File: src/sv/rlt_pkg.sv
// rlt_pkg: shared sizes, status codes, controller states and command struct
// for the recursive lock table; no dependencies
package rlt_pkg;

    localparam int NUM_LOCKS      = 16;
    localparam int THREAD_ID_BITS = 8;
    localparam int COUNT_BITS     = 16;

    // fixed field widths of the request and result words
    localparam int OP_W      = 2;
    localparam int IN_IDX_W  = 4;
    localparam int IN_TID_W  = 8;
    localparam int STATUS_W  = 3;
    localparam int OUT_CNT_W = 16;

    localparam int SLOT_W = $clog2(NUM_LOCKS);

    localparam logic [OP_W-1:0] OP_ALLOC   = 2'd0;
    localparam logic [OP_W-1:0] OP_CLOSE   = 2'd1;
    localparam logic [OP_W-1:0] OP_ACQUIRE = 2'd2;
    localparam logic [OP_W-1:0] OP_RELEASE = 2'd3;

    localparam logic [STATUS_W-1:0] ST_DONE        = 3'd0;
    localparam logic [STATUS_W-1:0] ST_OTHER_OWNER = 3'd1;
    localparam logic [STATUS_W-1:0] ST_NO_SLOT     = 3'd2;
    localparam logic [STATUS_W-1:0] ST_NOT_OWNER   = 3'd3;
    localparam logic [STATUS_W-1:0] ST_COUNT_FULL  = 3'd4;

    localparam logic [COUNT_BITS-1:0] COUNT_MAX = {COUNT_BITS{1'b1}};

    typedef enum logic [1:0] {
        S_IDLE,
        S_LOOKUP,
        S_UPDATE
    } t_state;

    typedef struct packed {
        logic capture;
        logic lookup;
        logic update;
    } t_dp_cmd;

endpackage

File: src/sv/rlt_ctrl.sv
// rlt_ctrl: request sequencer for the recursive lock table
// depends on rlt_pkg
module rlt_ctrl import rlt_pkg::*; (
    input  logic    i_clk,
    input  logic    i_rst_n,
    input  logic    i_start,
    output logic    o_busy,
    output t_dp_cmd o_cmd
);

    t_state r_state;
    t_state n_state;

    always_ff @(posedge i_clk) begin
        if (!i_rst_n) begin
            r_state <= S_IDLE;
        end else begin
            r_state <= n_state;
        end
    end

    always_comb begin
        n_state = r_state;
        o_cmd   = '0;
        o_busy  = 1'b1;
        unique case (r_state)
            S_IDLE: begin
                o_busy = 1'b0;
                if (i_start) begin
                    o_cmd.capture = 1'b1;
                    n_state       = S_LOOKUP;
                end
            end
            S_LOOKUP: begin
                o_cmd.lookup = 1'b1;
                n_state      = S_UPDATE;
            end
            S_UPDATE: begin
                o_cmd.update = 1'b1;
                n_state      = S_IDLE;
            end
            default: begin
                n_state = S_IDLE;
            end
        endcase
    end

endmodule

File: src/sv/rlt_dp.sv
// rlt_dp: lock slot registers, free-slot search and read-modify-write update
// depends on rlt_pkg
module rlt_dp import rlt_pkg::*; (
    input  logic                  i_clk,
    input  logic                  i_rst_n,
    input  t_dp_cmd               i_cmd,
    input  logic [OP_W-1:0]       i_op,
    input  logic [IN_IDX_W-1:0]   i_lock_index,
    input  logic [IN_TID_W-1:0]   i_thread_id,
    output logic                  o_valid,
    output logic [IN_IDX_W-1:0]   o_result_index,
    output logic [STATUS_W-1:0]   o_status,
    output logic [OUT_CNT_W-1:0]  o_nest_count
);

    // slot state
    logic [NUM_LOCKS-1:0]      r_used;
    logic [NUM_LOCKS-1:0]      r_own_vld;
    logic [THREAD_ID_BITS-1:0] r_owner [NUM_LOCKS];
    logic [COUNT_BITS-1:0]     r_nest  [NUM_LOCKS];

    // captured request
    logic [OP_W-1:0]           r_op;
    logic [IN_IDX_W-1:0]       r_idx;
    logic [THREAD_ID_BITS-1:0] r_tid;

    // lookup results
    logic                      r_free_found;
    logic [SLOT_W-1:0]         r_free_idx;
    logic                      r_in_range;
    logic                      r_rd_vld;
    logic [THREAD_ID_BITS-1:0] r_rd_owner;
    logic [COUNT_BITS-1:0]     r_rd_nest;

    // result word
    logic                      r_valid;
    logic [IN_IDX_W-1:0]       r_res_idx;
    logic [STATUS_W-1:0]       r_res_status;
    logic [OUT_CNT_W-1:0]      r_res_nest;

    logic [SLOT_W-1:0]         slot;
    logic                      free_found;
    logic [SLOT_W-1:0]         free_idx;

    assign slot = SLOT_W'(r_idx);

    // lowest unused slot
    always_comb begin
        free_found = 1'b0;
        free_idx   = '0;
        for (int i = NUM_LOCKS - 1; i >= 0; i--) begin
            if (!r_used[i]) begin
                free_found = 1'b1;
                free_idx   = SLOT_W'(i);
            end
        end
    end

    always_ff @(posedge i_clk) begin
        if (i_cmd.capture) begin
            r_op  <= i_op;
            r_idx <= i_lock_index;
            r_tid <= THREAD_ID_BITS'(i_thread_id);
        end
        if (i_cmd.lookup) begin
            r_free_found <= free_found;
            r_free_idx   <= free_idx;
            r_in_range   <= (32'(r_idx) < NUM_LOCKS);
            r_rd_vld     <= r_own_vld[slot];
            r_rd_owner   <= r_owner[slot];
            r_rd_nest    <= r_nest[slot];
        end
    end

    // update step: at most one slot written, one result word formed
    always_ff @(posedge i_clk) begin
        if (!i_rst_n) begin
            r_valid   <= 1'b0;
            r_used    <= '0;
            r_own_vld <= '0;
            for (int i = 0; i < NUM_LOCKS; i++) begin
                r_owner[i] <= '0;
                r_nest[i]  <= '0;
            end
        end else begin
            r_valid <= i_cmd.update;
            if (i_cmd.update) begin
                r_res_idx    <= r_idx;
                r_res_status <= ST_DONE;
                r_res_nest   <= OUT_CNT_W'(r_rd_nest);
                if (r_op == OP_ALLOC) begin
                    r_res_nest <= '0;
                    if (r_free_found) begin
                        r_used[r_free_idx]    <= 1'b1;
                        r_own_vld[r_free_idx] <= 1'b0;
                        r_owner[r_free_idx]   <= '0;
                        r_nest[r_free_idx]    <= '0;
                        r_res_idx             <= IN_IDX_W'(r_free_idx);
                    end else begin
                        r_res_idx    <= '0;
                        r_res_status <= ST_NO_SLOT;
                    end
                end else if (!r_in_range) begin
                    r_res_nest <= '0;
                end else begin
                    unique case (r_op)
                        OP_CLOSE: begin
                            r_used[slot] <= 1'b0;
                        end
                        OP_ACQUIRE: begin
                            if (r_rd_vld && r_rd_owner != r_tid) begin
                                r_res_status <= ST_OTHER_OWNER;
                            end else if (r_rd_nest == COUNT_MAX) begin
                                r_res_status <= ST_COUNT_FULL;
                            end else begin
                                r_own_vld[slot] <= 1'b1;
                                r_owner[slot]   <= r_tid;
                                r_nest[slot]    <= r_rd_nest + 1'b1;
                                r_res_nest      <= OUT_CNT_W'(r_rd_nest + 1'b1);
                            end
                        end
                        OP_RELEASE: begin
                            if (!r_rd_vld || r_rd_owner != r_tid) begin
                                r_res_status <= ST_NOT_OWNER;
                            end else begin
                                // count at zero or one leaves the lock free
                                if (r_rd_nest <= COUNT_BITS'(1)) begin
                                    r_own_vld[slot] <= 1'b0;
                                    r_owner[slot]   <= '0;
                                    r_nest[slot]    <= '0;
                                    r_res_nest      <= '0;
                                end else begin
                                    r_nest[slot] <= r_rd_nest - 1'b1;
                                    r_res_nest   <= OUT_CNT_W'(r_rd_nest - 1'b1);
                                end
                            end
                        end
                        default: begin
                            r_res_nest <= '0;
                        end
                    endcase
                end
            end
        end
    end

    assign o_valid        = r_valid;
    assign o_result_index = r_res_idx;
    assign o_status       = r_res_status;
    assign o_nest_count   = r_res_nest;

endmodule

File: src/sv/recursive_lock_table.sv
// recursive_lock_table: pool of recursive locks, top level
// result strobe o_valid is registered by the update step, which follows the capture
// and lookup steps; a new request is not taken until the current one is through:
// busy is high for the lookup and update states of the slot read-modify-write
// reset: synchronous active-low i_rst_n frees every slot and clears owners/counts
// results are shown for exactly one cycle; the receiver cannot stall
module recursive_lock_table import rlt_pkg::*; (
    input  logic                  i_clk,
    input  logic                  i_rst_n,
    // request word, taken when start is high and busy is low
    input  logic                  start,
    output logic                  busy,
    input  logic [OP_W-1:0]       i_op,
    input  logic [IN_IDX_W-1:0]   i_lock_index,
    input  logic [IN_TID_W-1:0]   i_thread_id,
    // result word, one cycle wide
    output logic                  o_valid,
    output logic [IN_IDX_W-1:0]   o_result_index,
    output logic [STATUS_W-1:0]   o_status,
    output logic [OUT_CNT_W-1:0]  o_nest_count
);

    // commands from the sequencer to the slot datapath
    t_dp_cmd cmd;

    // sequencer: idle -> lookup (registered slot read and free search)
    // -> update (slot write and result word)
    rlt_ctrl u_ctrl (
        .i_clk   (i_clk),
        .i_rst_n (i_rst_n),
        .i_start (start),
        .o_busy  (busy),
        .o_cmd   (cmd)
    );

    // slot registers and the request arithmetic
    rlt_dp u_dp (
        .i_clk          (i_clk),
        .i_rst_n        (i_rst_n),
        .i_cmd          (cmd),
        .i_op           (i_op),
        .i_lock_index   (i_lock_index),
        .i_thread_id    (i_thread_id),
        .o_valid        (o_valid),
        .o_result_index (o_result_index),
        .o_status       (o_status),
        .o_nest_count   (o_nest_count)
    );

endmodule
File: config.mk
export PLATFORM = sky130hd
export DESIGN_NAME = recursive_lock_table
export DESIGN_NICKNAME = d
export VERILOG_FILES = /design/src/sv/rlt_pkg.sv /design/src/sv/rlt_ctrl.sv /design/src/sv/rlt_dp.sv /design/src/sv/recursive_lock_table.sv
export SDC_FILE = /design/constraint.sdc
export NUM_CORES = 1
export LEC_CHECK = 0
export BUFFER_PORTS_ARGS = -buffer_cell sky130_fd_sc_hd__buf_2
export CAP_MARGIN = 20
export CORE_MARGIN = 4
export CORE_UTILIZATION = 57
export DETAILED_ROUTE_END_ITERATION = 7
export GPL_ROUTABILITY_DRIVEN = 0
export GPL_TIMING_DRIVEN = 0
export HOLD_SLACK_MARGIN = 0.03
export PLACE_DENSITY = 0.76
export SYNTH_ARGS = -nofsm -noshare
export SYNTH_HDL_FRONTEND = slang
export SYNTH_SLANG_ARGS = --single-unit
File: constraint.sdc
create_clock -name i_clk -period 4.1 [get_ports i_clk]
set_input_delay 0.82 -clock i_clk [delete_from_list [all_inputs] [get_ports i_clk]]
set_output_delay 0.82 -clock i_clk [all_outputs]
set_load 0.01 [all_outputs]
==> results.md <==
* GRT Resource Usage Total at 28.3%
* Fillcell total at 2682
* Crit path depth at 10
* Die height at 207 µm
* Slew HR at 16.5%
* Clk slew on worst S/H paths at 0.06 ns
* Clk buf depth at 3
* Register bit total from synthesis at 486
* Crit-path max FO at 9
* Die width at 207 µm
* Logic pwr share at 7.5%
* Synth Instances at 1700
* Footprint of the multi-input gates at 0.00795 mm²
* Pwr dens at 420 mW/mm²
* HPWL after detailed placement at 42500 µm
* Crit-path max cell delay at 0.59 ns
* Run status: complete, but fails checks
* CTS Sinks at 486
* Area Growth Syn to Fin at 12.1%
* Max-Cap Viols at 0
* Yosys cell types at 71
* Setup slack, reg-to-reg at -0.05 ns
* Sw Ratio at 22.7%
* DIE AREA at 0.0428 mm²
* Post-route DRC at 0
* Port bufs at 40
* Cell internal pwr at 8200 µW
* Antenna-violating nets left at 0
* Clock root cell: clkbuf_16
* Reg-to-Reg Start: u_dp.r_rd_nest[0]
* IO Count at 42
* Remaining Overflow, GRT at 0
* Largest net degree at the start of global routing at 32
* R2R cell count at 10
* Measured slew at the worst slew-check pin at 1.25 ns
* First-pass GRT wire length at 91600 µm
* Setup CP Type: flop to flop
* Syn Nets at 1720
* Storage element area at 0.0142 mm²
* Layout Nets at 1821
* Hold Fails Final Rpt at 0
* # diodes at 0
* Leak pwr at 0.00825 µW
* Achievable frequency at 241 MHz
* Sequential power share at 53.2%
* Fin crit share at 101%
* Drt total wl at 59900 µm
* Hold path cells at 1
* TritonCTS Buffers at 47
* Via density at 6.67
* # H-tree levels at 2
* Area of the core at 0.0388 mm²
* Post-route setup slack at -0.0530 ns
* Req. time, crit path at 4.31 ns
* Hold path endpoint: u_dp.r_tid[5]
* Fraction of layout cells with a size suffix above 1 at 19.7%
* Clk_lat worst skew at 0.58 ns
* CTS tree: yes
* Top_reg_cell synth: edfxtp_1
* CP delay by family, top: compound AO/OA/AOI/OAI gates
* Buffers & Inverters on Critical Path at 3
* Critical path's slowest cell: or4_4
* RSZ-0062 raised after global routing: true
* EDFF count, synth at 451
* Critical path capture point type: flop
* Tmin final at 4.15 ns
* Syn Std Cell Area at 0.0225 mm²
* Wirelength per Cell at 25.4 µm
* Hold Path Class: input port to flop
* Startpoint Class: flop
* Skew final at 0.0153 ns
* Total chip power at 10600 µW
* Cells along the critical path: clkbuf_1, inv_1, ha_1, o21ai_0, or4_4, or3_1, buf_2, a21oi_4, a21oi_2, o21ai_2
* Sequential area share after synthesis at 63.2%
* Clock power frac at 39.3%
* Worst R2R End: u_dp.r_owner[8][1]
* # rows at 72
* Via count at 15717
* Initial antenna violation count at 2
* Fin util at 65.1%
* Final setup violation count at 8
* Initial Utilization at 58.0%
* Hold buffers post-CTS at 0
* Number of global-route vias before repair at 15328
* Initial DRC Count at 2521
* Final Max Slew Viols at 0
* Avg Inst Size Synth at 13.3 µm²
* Worst VDD drop at 0.344 mV
* Crit path DAT at 4.36 ns
* Asr flop ratio synth at 0%
* Hold path start: i_thread_id[5]
* Violated checks: negative setup slack
* Net Sw Power at 2410 µW
* Pre-antenna DRT Iters at 8
* Syn. warnings at 0
[power groups by stage]
stage / sequential (µW) / clock, µW / combinational [µW]
2_1_floorplan: 5720 / 0 / 514
3_3_place_gp: 5740 / 0 / 744
3_5_place_dp: 5750 / 0 / 765
4_1_cts: 5640 / 4190 / 775
5_1_grt: 5660 / 4390 / 841
6_report: 5650 / 4170 / 797
[how the worst max path moves through the flow]
stage                 startpoint  slack, ns             endpoint
3_5_place_dp             i_rst_n      -0.99  u_dp.r_owner[12][3]
6_report       u_dp.r_rd_nest[0]      -0.05   u_dp.r_owner[8][1]
4_1_cts        u_dp.r_rd_nest[0]      0.009  u_dp.r_owner[14][3]
5_1_grt        u_dp.r_rd_nest[0]      -0.15   u_dp.r_owner[8][5]
3_3_place_gp             i_rst_n      -1.53   u_dp.r_nest[2][13]
2_1_floorplan            i_rst_n       0.03    u_dp.r_nest[4][0]
[final cells by class]
class	count	area share (%)
plain buffers	135	2.28
clock buffers	65	5.12
clock inverters	20	0.688
inverters	15	0.223
multi-input cells	1063	31.5
flip-flops and latches	486	56.4
well taps	518	2.57
repair buffers	53	1.26
[cell usage in the layout (no fill, tap or decap), drive strengths merged, types with 17 or more instances in the layout]
master,n
o221ai,18
and3,20
clkinv,17
nand2,96
nor3,51
edfxtp,451
o21ai,58
buf,96
nand3,41
mux4,125
and2,34
dfxtp,35
clkbuf,157
nor2,375
a21oi,64
[sequential cells by signal (all words and copies together), names as in the netlist, named ones only]
| register | flops |
|---|---|
| u_dp.r_free_idx | 4 |
| u_dp.o_valid | 1 |
| u_dp.o_status | 3 |
| u_dp.r_used | 16 |
| u_dp.r_rd_owner | 8 |
| u_dp.r_rd_nest | 16 |
| u_dp.r_idx | 4 |
| u_dp.r_tid | 8 |
| u_dp.r_op | 2 |
| u_ctrl.r_state | 2 |
| u_dp.o_result_index | 4 |
| u_dp.r_owner | 128 |
| u_dp.r_free_found | 1 |
| u_dp.r_nest | 256 |
| u_dp.o_nest_count | 16 |
| u_dp.r_rd_vld | 1 |
[metrics by stage]
stage               hold slack, ns  cell area (µm²)  setup slack (ns)  instances  TNS, ns
floorplan                    0.432            22500            0.0304       1700        0
global placement             0.459            23400             -1.53       2258  -600.63
detailed placement           0.469            23500            -0.989       2267  -222.82
CTS                          0.403            25100           0.00854       2351        0
global route                 0.412            25300            -0.146       2355    -8.06
finish                       0.418            25300           -0.0530       2355   -0.410
[cells in the mapped netlist, drive strengths merged (34+ instances only)]
library cell	count	share of area, %
a21oi	64	1.5
and2	34	0.94
buf	44	0.97
clkbuf	92	1.5
dfxtp	35	3.1
edfxtp	451	60
mux4	125	12
nand2	96	1.6
nand3	41	0.91
nor2	375	6.2
nor3	51	1.3
o21ai	58	1.3
[timing repair]
action,4_1_cts,5_1_grt
pin swaps,0,4
buffers inserted,0,3
setup endpoints to repair,317,368
resized for setup,39,48
[worst reg2reg max path, delay by kind of cell (launching register included)]
family | cells | cell delay, ns
AOI/OAI and AO/OA | 4 | 1.41
and+or+nand+nor | 2 | 0.94
buffers and inverters | 3 | 0.67
DFF | 1 | 0.43
adders and majority gates | 1 | 0.34
[layer usage]
layer | vias to the layer above | track usage (%) | wire length, µm
met5 | - | 0 | 17
met4 | 2 | 10.2 | 2420
met3 | 168 | 7.01 | 7180
met2 | 1106 | 44.4 | 28100
met1 | 7768 | 39.2 | 22200
li1 | 6673 | - | -
[kinds of logic (layout without fill, tap and decap cells)]
family                   Yosys count  after routing  synth area share [%]
buffers and inverters            151            288                  2.75
XOR/XNOR                          12             12                 0.466
adder cells (fa/ha/maj)            3              3                 0.167
AND/OR/NAND/NOR                  680            680                  13.6
AO/OA/AOI/OAI                    241            241                  7.26
flip-flops                       486            486                  63.2
multiplexers                     127            127                  12.6
No activity file was read; power rests on OpenSTA's default activity.
